**src/hdl/u16u8_pkg.sv**
```systemverilog
// Package for the UTF-16BE to UTF-8 transcoder.
// Beat types, the front-to-back descriptor and UTF-8 byte helpers.
// No dependencies.
`timescale 1ns / 1ps

package u16u8_pkg;

	// Input beat: one UTF-16 code unit
	typedef struct packed {
		logic [15:0] code_unit;
		logic        last_unit;
	} in_item_t;

	// Output beat: one UTF-8 byte or a bare end marker
	typedef struct packed {
		logic [7:0] out_byte;
		logic       byte_valid;
		logic       run_last;
		logic       string_end;
	} out_item_t;

	// What the main part of a descriptor emits
	typedef enum logic [1:0] {
		MK_NONE  = 2'd0,
		MK_POINT = 2'd1,
		MK_BARE  = 2'd2
	} main_kind_t;

	// Work for the back end: optional U+FFFD prefix, then the main part
	typedef struct packed {
		logic       pre_fffd;
		main_kind_t kind;
		logic [20:0] cp;
		logic       ends;
	} desc_t;

	localparam logic [20:0] CP_REPLACEMENT = 21'h00FFFD;
	localparam logic [20:0] CP_SUPP_BASE   = 21'h010000;
	localparam logic [5:0]  SUR_HIGH_TAG   = 6'b110110;
	localparam logic [5:0]  SUR_LOW_TAG    = 6'b110111;
	localparam logic [7:0]  LEAD2          = 8'hC0;
	localparam logic [7:0]  LEAD3          = 8'hE0;
	localparam logic [7:0]  LEAD4          = 8'hF0;
	localparam logic [7:0]  CONT_TAG       = 8'h80;

	// Index of the final byte of the encoding (byte count minus one)
	function automatic logic [1:0] utf8_last_idx(input logic [20:0] cp);
		logic [1:0] r;
		if (cp[20:7] == 14'd0) begin
			r = 2'd0;
		end else if (cp[20:11] == 10'd0) begin
			r = 2'd1;
		end else if (cp[20:16] == 5'd0) begin
			r = 2'd2;
		end else begin
			r = 2'd3;
		end
		return r;
	endfunction

	// Byte idx of the encoding of cp, whose final index is last_idx
	function automatic logic [7:0] utf8_byte(input logic [20:0] cp,
			input logic [1:0] idx, input logic [1:0] last_idx);
		logic [7:0] r;
		logic [1:0] remain;
		remain = last_idx - idx;
		if (last_idx == 2'd0) begin
			r = cp[7:0];
		end else if (idx == 2'd0) begin
			unique case (last_idx)
				2'd1:    r = LEAD2 | {3'd0, cp[10:6]};
				2'd2:    r = LEAD3 | {4'd0, cp[15:12]};
				default: r = LEAD4 | {5'd0, cp[20:18]};
			endcase
		end else begin
			unique case (remain)
				2'd0:    r = CONT_TAG | {2'd0, cp[5:0]};
				2'd1:    r = CONT_TAG | {2'd0, cp[11:6]};
				default: r = CONT_TAG | {2'd0, cp[17:12]};
			endcase
		end
		return r;
	endfunction

endpackage

```
**src/hdl/u16u8_front.sv**
```systemverilog
// Front end: accepts code units, tracks surrogate and termination state,
// and pushes a descriptor for the back end when a unit yields output. Uses u16u8_pkg.
`timescale 1ns / 1ps

module u16u8_front (
	input  logic                clk,
	input  logic                arst_n,
	input  logic                valid,
	input  u16u8_pkg::in_item_t item,
	input  logic                full,
	output logic                stall,
	output logic                push,
	output u16u8_pkg::desc_t    desc
);
	import u16u8_pkg::*;

	logic       high_pending_q;
	logic [9:0] high_bits_q;
	logic       terminated_q;

	logic       accept;
	logic       is_high;
	logic       is_low;
	logic       is_zero;
	logic       nxt_high_pending;
	logic [9:0] nxt_high_bits;
	logic       nxt_terminated;

	assign stall   = full;
	assign accept  = valid && !full;
	assign is_high = (item.code_unit[15:10] == SUR_HIGH_TAG);
	assign is_low  = (item.code_unit[15:10] == SUR_LOW_TAG);
	assign is_zero = (item.code_unit == 16'd0);

	// Classify the unit against the held state
	always_comb begin
		desc             = '0;
		desc.kind        = MK_NONE;
		desc.ends        = item.last_unit;
		nxt_high_pending = 1'b0;
		nxt_high_bits    = 10'd0;
		nxt_terminated   = 1'b0;
		push             = 1'b0;
		if (terminated_q) begin
			nxt_terminated = !item.last_unit;
		end else if (high_pending_q && is_low) begin
			// surrogate pair completes
			desc.kind = MK_POINT;
			desc.cp   = CP_SUPP_BASE + {1'b0, high_bits_q, item.code_unit[9:0]};
			push      = 1'b1;
		end else begin
			desc.pre_fffd = high_pending_q;
			priority if (is_zero) begin
				desc.ends      = 1'b1;
				nxt_terminated = !item.last_unit;
				desc.kind      = high_pending_q ? MK_NONE : MK_BARE;
			end else if (is_high) begin
				if (item.last_unit) begin
					desc.kind = MK_POINT;
					desc.cp   = CP_REPLACEMENT;
				end else begin
					nxt_high_pending = 1'b1;
					nxt_high_bits    = item.code_unit[9:0];
				end
			end else if (is_low) begin
				desc.kind = MK_POINT;
				desc.cp   = CP_REPLACEMENT;
			end else begin
				desc.kind = MK_POINT;
				desc.cp   = {5'd0, item.code_unit};
			end
			push = desc.pre_fffd || (desc.kind != MK_NONE);
		end
		push = push && accept;
	end

	// State update on each accepted beat
	always_ff @(posedge clk or negedge arst_n) begin
		if (!arst_n) begin
			high_pending_q <= 1'b0;
			high_bits_q    <= 10'd0;
			terminated_q   <= 1'b0;
		end else if (accept) begin
			high_pending_q <= nxt_high_pending;
			high_bits_q    <= nxt_high_bits;
			terminated_q   <= nxt_terminated;
		end
	end

endmodule

```
**src/hdl/u16u8_queue.sv**
```systemverilog
// Descriptor queue between front and back ends, register based.
// Uses u16u8_pkg for the descriptor type.
`timescale 1ns / 1ps

module u16u8_queue #(
	parameter int DEPTH = 4
) (
	input  logic             clk,
	input  logic             arst_n,
	input  logic             push,
	input  u16u8_pkg::desc_t wr_desc,
	input  logic             pop,
	output logic             full,
	output logic             nonempty,
	output u16u8_pkg::desc_t head
);
	import u16u8_pkg::*;

	localparam int PTR_W = (DEPTH > 1) ? $clog2(DEPTH) : 1;
	localparam int CNT_W = $clog2(DEPTH + 1);

	desc_t              entry_q [DEPTH];
	logic [PTR_W-1:0]   wr_ptr_q;
	logic [PTR_W-1:0]   rd_ptr_q;
	logic [CNT_W-1:0]   count_q;
	logic               do_push;
	logic               do_pop;

	assign full     = (count_q == CNT_W'(DEPTH));
	assign nonempty = (count_q != '0);
	assign head     = entry_q[rd_ptr_q];
	assign do_push  = push && !full;
	assign do_pop   = pop && nonempty;

	// Storage
	always_ff @(posedge clk) begin
		if (do_push) begin
			entry_q[wr_ptr_q] <= wr_desc;
		end
	end

	// Pointers and fill count
	always_ff @(posedge clk or negedge arst_n) begin
		if (!arst_n) begin
			wr_ptr_q <= '0;
			rd_ptr_q <= '0;
			count_q  <= '0;
		end else begin
			if (do_push) begin
				wr_ptr_q <= (wr_ptr_q == PTR_W'(DEPTH - 1)) ? '0 : wr_ptr_q + 1'b1;
			end
			if (do_pop) begin
				rd_ptr_q <= (rd_ptr_q == PTR_W'(DEPTH - 1)) ? '0 : rd_ptr_q + 1'b1;
			end
			if (do_push && !do_pop) begin
				count_q <= count_q + 1'b1;
			end else if (do_pop && !do_push) begin
				count_q <= count_q - 1'b1;
			end
		end
	end

endmodule

```
**src/hdl/u16u8_back.sv**
```systemverilog
// Back end: walks each descriptor one UTF-8 byte per cycle, while the output
// register is empty or not stalled, into that register. Uses u16u8_pkg.
`timescale 1ns / 1ps

module u16u8_back (
	input  logic                 clk,
	input  logic                 arst_n,
	input  logic                 nonempty,
	input  u16u8_pkg::desc_t     head,
	output logic                 pop,
	output logic                 valid,
	input  logic                 stall,
	output u16u8_pkg::out_item_t item
);
	import u16u8_pkg::*;

	logic [1:0] idx_q;
	logic       pre_done_q;
	logic       out_valid_q;
	out_item_t  out_q;

	logic        load;
	logic        in_prefix;
	logic        is_bare;
	logic [20:0] cur_cp;
	logic [1:0]  last_idx;
	logic        seg_last;
	logic        final_beat;
	out_item_t   nxt_out;

	assign load       = nonempty && (!out_valid_q || !stall);
	assign in_prefix  = head.pre_fffd && !pre_done_q;
	assign cur_cp     = in_prefix ? CP_REPLACEMENT : head.cp;
	assign is_bare    = !in_prefix && (head.kind == MK_BARE);
	assign last_idx   = utf8_last_idx(cur_cp);
	assign seg_last   = is_bare || (idx_q == last_idx);
	assign final_beat = seg_last && (!in_prefix || head.kind == MK_NONE);
	assign pop        = load && final_beat;

	// Build the next byte
	always_comb begin
		nxt_out            = '0;
		nxt_out.byte_valid = !is_bare;
		nxt_out.out_byte   = is_bare ? 8'd0 : utf8_byte(cur_cp, idx_q, last_idx);
		nxt_out.run_last   = final_beat;
		nxt_out.string_end = final_beat && head.ends;
	end

	// Byte position within the descriptor
	always_ff @(posedge clk or negedge arst_n) begin
		if (!arst_n) begin
			idx_q      <= 2'd0;
			pre_done_q <= 1'b0;
		end else if (load) begin
			if (final_beat) begin
				idx_q      <= 2'd0;
				pre_done_q <= 1'b0;
			end else if (seg_last) begin
				idx_q      <= 2'd0;
				pre_done_q <= 1'b1;
			end else begin
				idx_q <= idx_q + 2'd1;
			end
		end
	end

	// Output register
	always_ff @(posedge clk or negedge arst_n) begin
		if (!arst_n) begin
			out_valid_q <= 1'b0;
		end else if (!out_valid_q || !stall) begin
			out_valid_q <= nonempty;
		end
	end

	always_ff @(posedge clk) begin
		if (load) begin
			out_q <= nxt_out;
		end
	end

	assign valid = out_valid_q;
	assign item  = out_q;

endmodule

```
**src/hdl/utf16be_to_utf8_transcoder.sv**
```systemverilog
// UTF-16BE to UTF-8 transcoder. The first byte of an accepted unit passes
// through the descriptor queue and then the output register. Throughput:
// one output beat per cycle while dst_stall is low; a unit gives 0-6 bytes,
// which the single byte-serializing back end emits in turn. Units enter one
// per cycle while the descriptor queue (QUEUE_DEPTH entries) has room.
// Reset: arst_n clears surrogate, termination, queue and output state.
`timescale 1ns / 1ps

module utf16be_to_utf8_transcoder #(
	parameter int QUEUE_DEPTH = 4
) (
	input  logic                 clk,
	input  logic                 arst_n,
	input  logic                 src_valid,
	output logic                 src_stall,
	input  u16u8_pkg::in_item_t  src_item,
	output logic                 dst_valid,
	input  logic                 dst_stall,
	output u16u8_pkg::out_item_t dst_item
);
	import u16u8_pkg::*;

	logic  push;
	logic  pop;
	logic  full;
	logic  nonempty;
	desc_t wr_desc;
	desc_t head;

	u16u8_front u_front (
		.clk    (clk),
		.arst_n (arst_n),
		.valid  (src_valid),
		.item   (src_item),
		.full   (full),
		.stall  (src_stall),
		.push   (push),
		.desc   (wr_desc)
	);

	u16u8_queue #(
		.DEPTH (QUEUE_DEPTH)
	) u_queue (
		.clk      (clk),
		.arst_n   (arst_n),
		.push     (push),
		.wr_desc  (wr_desc),
		.pop      (pop),
		.full     (full),
		.nonempty (nonempty),
		.head     (head)
	);

	u16u8_back u_back (
		.clk      (clk),
		.arst_n   (arst_n),
		.nonempty (nonempty),
		.head     (head),
		.pop      (pop),
		.valid    (dst_valid),
		.stall    (dst_stall),
		.item     (dst_item)
	);

endmodule
```
**config.mk**
```make
export PLATFORM = sky130hd
export DESIGN_NAME = utf16be_to_utf8_transcoder
export DESIGN_NICKNAME = d
export VERILOG_FILES = /design/src/hdl/u16u8_pkg.sv /design/src/hdl/u16u8_front.sv /design/src/hdl/u16u8_queue.sv /design/src/hdl/u16u8_back.sv /design/src/hdl/utf16be_to_utf8_transcoder.sv
export SDC_FILE = /design/constraint.sdc
export NUM_CORES = 1
export LEC_CHECK = 0
export BUFFER_PORTS_ARGS = -buffer_cell sky130_fd_sc_hd__buf_4
export CAP_MARGIN = 20
export CORE_ASPECT_RATIO = 0.5
export CORE_UTILIZATION = 60
export DETAILED_ROUTE_END_ITERATION = 12
export PLACE_DENSITY = 0.76
export SLEW_MARGIN = 20
export SYNTH_ARGS = -nofsm -noshare
export SYNTH_HDL_FRONTEND = slang
export SYNTH_HIERARCHICAL = 1
export SYNTH_SLANG_ARGS = --single-unit
```
**constraint.sdc**
```tcl
create_clock -name clk -period 12.2 [get_ports clk]
set_input_delay 1.83 -clock clk [delete_from_list [all_inputs] [get_ports clk]]
set_output_delay 1.83 -clock clk [all_outputs]
set_load 0.05 [all_outputs]
```
==> results.toml, run 1 <==
[detailed_routing]
post_drt_wl_per_cell_um = 22.4
antenna_left = 0
dr.pass1.iters = 5
num_vias = 3927
vias_per_cell = 6.45
drt_wl_total_mm = 13.7
drt_iter0_markers = 407
drc = 0

[synth]
synth_area_leaders = "edfxtp_1 (52%), dfrtp_1 (9.0%), mux4_2 (6.3%)"
synth-async-reset-ratio = 0.172
synth_nets = 457
synth_top_area_frac = 0.518
synth-seq-cells = 134
synth.distinct_cells = 65
syn_area_sq_um = 6430
synth-edff-count = 111
avgSynthCellArea_sq_um = 15.2
yosysWarnings = 6
synthCells = 423
ys_top_cells_by_count = "edfxtp_1 (111), dfrtp_1 (23), o21ai_0 (20)"
ys_seq_area_frac = 0.608
synthFlopType = "edfxtp_1"
synth_top_area_cell = "edfxtp_1"
yosysMostFrequentCell = "edfxtp_1"

[pwr]
vdd_drop_max_v = 0.000146
design_power_total_mw = 1.80
power_density_nw_per_um2 = 248
leakage_nw = 2.68

[worst_setup_path]
cp_common_cell = "nor2_1"
cpPeakStageDelay_ns = 0.60
crit_path_end_kind = "flop"
cp-start-kind = "flop"
cp_max_fo = 28
cp_slowest_cell = "mux4_2"
worst_ep_arrival_time_ns = 4.98
crit_type = "flop to flop"
cp.required_ns = 12.52
crit_chain = "buf_4 > mux4_2 > or4_1 > nor2_1 > a21oi_1 > or2_2 > ha_1 > a31oi_1 > nor2_1 > nand2_4 > ha_1 > inv_1 > fa_1 > xor2_1 > nor2_1 > xor2_1"

[clock_tree]
clkLatencyLatePin_ns = 0.41
cts_tree = "yes"
ctsResizeCount = 0
htree_levels = 4
postCtsSetupBuffers = 0
clk_pin_slew_ns = 0.06
cts_sinks = 134
postCtsHoldBufs = 0
clock_path_buffers = 2
clock-root-buffer = "clkbuf_16"
cts_buffers = 17

[die]
io_pins = 34
die-height_um = 75.2
coreArea_sq_um = 10300
start_util = 0.624
std_cell_rows = 26
dieArea_sq_um = 11200
die_x_um = 148

[timing]
period_share = 0.382
max_clock_freq_mhz = 215
setup_viol = 0
final.setup_skew_ns = 0.0105
drv_slew = 0
period_minus_slack_ns = 4.66
worst_slew_pin_slew_ns = 0.877
rsz0062_at_grt = "no"
slew_headroom = 0.415
fin_tns_setup_ns = 0
hold_violations = 0

[global_routing]
grt_pass1_vias = 3686
grt_max_degree = 29
overflow = 0
antenna_found_initial = 0
grt.total_usage = 0.265
grt_pass1_wl_mm = 20.5

[cells_and_area]
area_growth_pct = 12.9
diodes = 0
drive_above_1_share = 0.258
nNetsFinal = 490

[job]
maxCapViolCount = 0

[place]
hpwl_mm = 9.12
portBuffers = 33
gp_congestion = 0.851

[worst_hold_path]
hp-class = "flop to flop"

[outcome]
outcome = "finished, final reports clean"
==> metrics by stage <==
| stage | hold WS (ns) | utilization | setup WS [ns] | std cells | cell area, sq um |
|---|---|---|---|---|---|
| 2_1_floorplan | 0.464 | - | 7.95 | 423 | 6430 |
| 3_3_place_gp | 0.478 | 0.651 | 7.57 | 577 | 6710 |
| 3_5_place_dp | 0.484 | 0.651 | 7.34 | 577 | 6710 |
| 4_1_cts | 0.502 | 0.704 | 7.29 | 609 | 7260 |
| 5_1_grt | 0.511 | 0.704 | 7.21 | 609 | 7260 |
| 6_report | 0.501 | 0.704 | 7.54 | 609 | 7260 |
==> power breakdown <==
part	leakage [nW]	internal, mW	switching, mW	total, mW
logic	1.10	0.262	0.411	0.673
clock network	0.261	0.280	0.188	0.468
registers	1.31	0.623	0.0377	0.660
==> cells by family (layout without fill, tap and decap cells) <==
kind of cell,Yosys count,in the layout,share of synthesized area
AO/OA/AOI/OAI,78,78,0.0891
XOR/XNOR,8,8,0.0121
adder cells (fa/ha/maj),13,13,0.0265
buffers and inverters,42,88,0.0399
flip-flops,134,134,0.608
multiplexers,38,38,0.114
AND/OR/NAND/NOR,110,110,0.111
==> worst paths after layout <==
check / cells after the start / start / end / slack [ns]
min reg2reg: 1 / u_front/high_bits_q[2] / u_front/high_bits_q[2] / 0.50
max: 16 / u_queue/rd_ptr_q[0] / u_queue/count_q[2] / 7.54
max reg2reg: 16 / u_queue/rd_ptr_q[0] / u_queue/count_q[2] / 7.54
max in group asynchronous: 1 / arst_n / u_queue/rd_ptr_q[1] / 10.62
min: 1 / u_front/high_bits_q[2] / u_front/high_bits_q[2] / 0.50
min in group asynchronous: 1 / arst_n / u_queue/wr_ptr_q[1] / 1.31
==> routing by layer <==
layer,up-vias,track usage,routed length [um],part of all wire
li1,1746,-,-,-
met3,26,0.0752,1300,0.096
met5,-,0,0,0
met2,196,0.392,6000,0.44
met4,0,0.101,250,0.018
met1,1959,0.378,6100,0.45
==> state kept, by name, indices dropped and copies added (netlist names) <==
register                cells
u_front/high_pending_q      1
u_queue/entry_q           100
u_back/pre_done_q           1
u_queue/count_q             3
u_front/high_bits_q        10
u_queue/wr_ptr_q            2
u_back/item                11
u_queue/rd_ptr_q            2
u_back/idx_q                2
u_back/valid                1
u_front/terminated_q        1
==> critical path: cells and delay by family (launching register included) <==
kind | cells | cell delay (ns)
AO/OA/AOI/OAI | 2 | 0.40
XOR/XNOR | 2 | 0.37
adder cells (fa/ha/maj) | 3 | 1.02
buffers and inverters | 2 | 0.48
flip-flops | 1 | 0.32
multiplexers | 1 | 0.60
AND/OR/NAND/NOR | 6 | 1.36
==> cell type report <==
type | instances | area (sq um)
flip-flops and latches | 134 | 3910
fillers | 644 | 3050
multi-input cells | 247 | 2270
clock buffers | 21 | 440
repair buffers | 40 | 300
well taps | 140 | 175
clock inverters | 11 | 104
inverters | 16 | 60.1
==> cell usage in the layout, fill, tap and decap left out, drive strengths merged, types with 7 or more instances in the layout <==
cell / synthesis / layout
clkinv: 0 / 7
ha: 12 / 12
nor2: 18 / 18
clkbuf: 9 / 21
a31oi: 13 / 13
o21ai: 21 / 21
nor2b: 10 / 10
mux4: 25 / 25
edfxtp: 111 / 111
nand3: 9 / 9
nor3: 20 / 20
nand2: 17 / 17
a21oi: 10 / 10
a22o: 10 / 10
buf: 17 / 40
nand4: 7 / 7
dfrtp: 23 / 23
mux2i: 8 / 8
inv: 16 / 17
(Power assumes the default switching activity.)
==> inputs of run 2 (changes only) <==
--- a/config.mk
+++ b/config.mk
@@ -8,9 +8,9 @@
 export BUFFER_PORTS_ARGS = -buffer_cell sky130_fd_sc_hd__buf_4
 export CAP_MARGIN = 20
 export CORE_ASPECT_RATIO = 0.5
-export CORE_UTILIZATION = 60
+export CORE_UTILIZATION = 55
 export DETAILED_ROUTE_END_ITERATION = 12
-export PLACE_DENSITY = 0.76
+export PLACE_DENSITY = 0.74
 export SLEW_MARGIN = 20
 export SYNTH_ARGS = -nofsm -noshare
 export SYNTH_HDL_FRONTEND = slang
==> constraint.sdc (replaced) <==
create_clock -name clk -period 4.24 [get_ports clk]
set_input_delay 0.636 -clock clk [delete_from_list [all_inputs] [get_ports clk]]
set_output_delay 0.636 -clock clk [all_outputs]
set_load 0.05 [all_outputs]
==> run 2 against run 1 <==
Effect of this change: utilization is 4.8 points lower; cell count is 3.8% higher; sequential power grew to 2.9 times the previous value; count of clock-buffer cells in the layout is 4 lower; first-iteration DRC count is 14% lower; via count hardly changed; worst hold slack worse by 0.39 ns; die area is 8.9% higher; sequential share of layout area is 0.53 points lower; final area is 1.0% higher.
==> results.toml, run 2 (same netlist as run 1, synthesis figures left out) <==
[place]
dpl_worst_slack_ns = 0.191
hpwl_mm = 9.17
gp_congestion = 0.896
placed_cell_area_sq_um = 6770
portBuffers = 33

[timing]
slew_headroom = 0.403
fin_ws_ns = 0.238
hold_violations = 0
drv_slew = 0
setup_viol = 0
period_share = 0.944
rsz0062_at_grt = "no"
max_clock_freq_mhz = 250
final.setup_skew_ns = 0.00835
period_minus_slack_ns = 4.00
fin_tns_setup_ns = 0
worst_slew_pin_slew_ns = 0.889

[worst_setup_path]
cpPeakStageDelay_ns = 0.53
cp_common_cell = "nor2_1"
crit_path_end_kind = "flop"
cp_max_fo = 6
r2r_slack_ns = 0.24
crit_path_start = "u_queue/rd_ptr_q[0]"
crit_type = "flop to flop"
cp-start-kind = "flop"
cp.required_ns = 4.58
rr_startpoint = "u_queue/rd_ptr_q[0]"
path_buf_inv = 2
cp_slowest_cell = "mux4_2"
path_delay_family = "simple AND/OR/NAND/NOR gates"
crit_chain = "buf_4 > mux4_2 > or4_1 > nor2_1 > a21oi_1 > or2_2 > ha_1 > a31oi_1 > nor2_1 > nand2_4 > ha_1 > inv_1 > fa_1 > xor2_1 > nor2_1 > xor2_1"
worst_ep_arrival_time_ns = 4.34

[pwr]
p_clk_frac = 0.263
leakage_nw = 2.71
intPower_mw = 3.34
seqPwrFrac = 0.365
vdd_drop_max_v = 0.000326
power_density_nw_per_um2 = 718
total_switching_power_mw = 1.92
design_power_total_mw = 5.26
p_comb_frac = 0.372
p_sw_frac = 0.365

[cells_and_area]
n_fill_cell = 802
layout_common_cells = "edfxtp_1 (111), buf_4 (44), dfrtp_1 (22)"
final_common_cell = "edfxtp_1"
top_register = "u_queue/entry_q"
fin_area_sq_um = 7330
nNetsFinal = 494
drive_above_1_share = 0.273
multi_input_comb_area_sq_um = 2270
area_growth_pct = 14.0
largest_reg_flops = 100
regArea_sq_um = 3910
final_core_util = 0.656
diodes = 0

[clock_tree]
clkLatencyLatePin_ns = 0.42
postCtsSetupBuffers = 0
cts_tree = "yes"
htree_levels = 4
clock-root-buffer = "clkbuf_16"
cts_buffers = 17
clock_path_buffers = 2
cts_sinks = 134
clk_pin_slew_ns = 0.06

[worst_hold_path]
hp-class = "input port to asynchronous set/reset pin"

[outcome]
outcome = "finished, final reports clean"

[detailed_routing]
dr.pass1.iters = 5
drt_wl_total_mm = 13.7
drc = 0
drt_iter0_markers = 350
vias_per_cell = 6.22
num_vias = 3928
post_drt_wl_per_cell_um = 21.6
antenna_left = 0

[global_routing]
antenna_found_initial = 0
grt_max_degree = 26
grt_pass1_vias = 3742
grt.total_usage = 0.245
overflow = 0
grt_pass1_wl_mm = 21.4

[die]
dieArea_sq_um = 12200
die-height_um = 78.5
std_cell_rows = 27
coreArea_sq_um = 11200
die_x_um = 155
start_util = 0.575
io_pins = 34

[job]
maxCapViolCount = 0
## run 2: worst reg2reg max path: stages, from the launching register on
cell	delay [ns]
dfrtp_2	0.46
buf_4	0.18
mux4_2	0.53
or4_1	0.41
nor2_1	0.12
a21oi_1	0.08
or2_2	0.32
ha_1	0.30
a31oi_1	0.24
nor2_1	0.12
nand2_4	0.10
ha_1	0.18
inv_1	0.06
fa_1	0.37
xor2_1	0.17
nor2_1	0.11
xor2_1	0.17
## run 2: per-layer routing
layer  part of all wire  wire, um  global-route usage
met5                  0         0                   0
met4              0.012       159              0.0733
met3              0.087      1190              0.0806
met2               0.43      5880               0.343
met1               0.47      6440               0.363
## run 2: path summary, 6_finish.rpt
path / endpoint / depth (start not counted)
worst min-delay path: u_queue/wr_ptr_q[1] / 1
worst min register to register: u_front/high_bits_q[2] / 1
worst max-delay path: u_queue/count_q[2] / 16
min in group clk: u_front/high_bits_q[9] / 2
max in group asynchronous: u_queue/rd_ptr_q[0] / 1
worst max register to register: u_queue/count_q[2] / 16
## run 2: per-stage QoR
stage / hold slack, ns / std cells
6_report: 0.110 / 632
5_1_grt: 0.119 / 632
4_1_cts: 0.109 / 632
3_5_place_dp: 0.483 / 600
3_3_place_gp: 0.480 / 600
2_1_floorplan: 0.340 / 423
## run 2: final cells by class
type	instances	share of cell area
Sequential cell	134	0.533
Multi-Input combinational cell	247	0.310
Clock buffer	17	0.0580
Timing Repair Buffer	44	0.0451
Tap cell	159	0.0271
Clock inverter	15	0.0184
Inverter	16	0.00819
## run 2: what timing repair did
item / CTS / global route
endpoints found under the hold margin: 0 / 0
hold buffers: 0 / 0
resized for setup: 0 / 1
setup endpoints to repair: 0 / 1
## run 2: power groups by stage
stage	Clock, mW	Sequential [mW]	Combinational (mW)
after detailed placement	0	1.94	1.93
after global placement	0	1.93	1.91
after floorplan	0	2.09	1.27
final	1.39	1.92	1.96
after CTS	1.40	1.92	1.94
after global routing	1.46	1.95	2.10
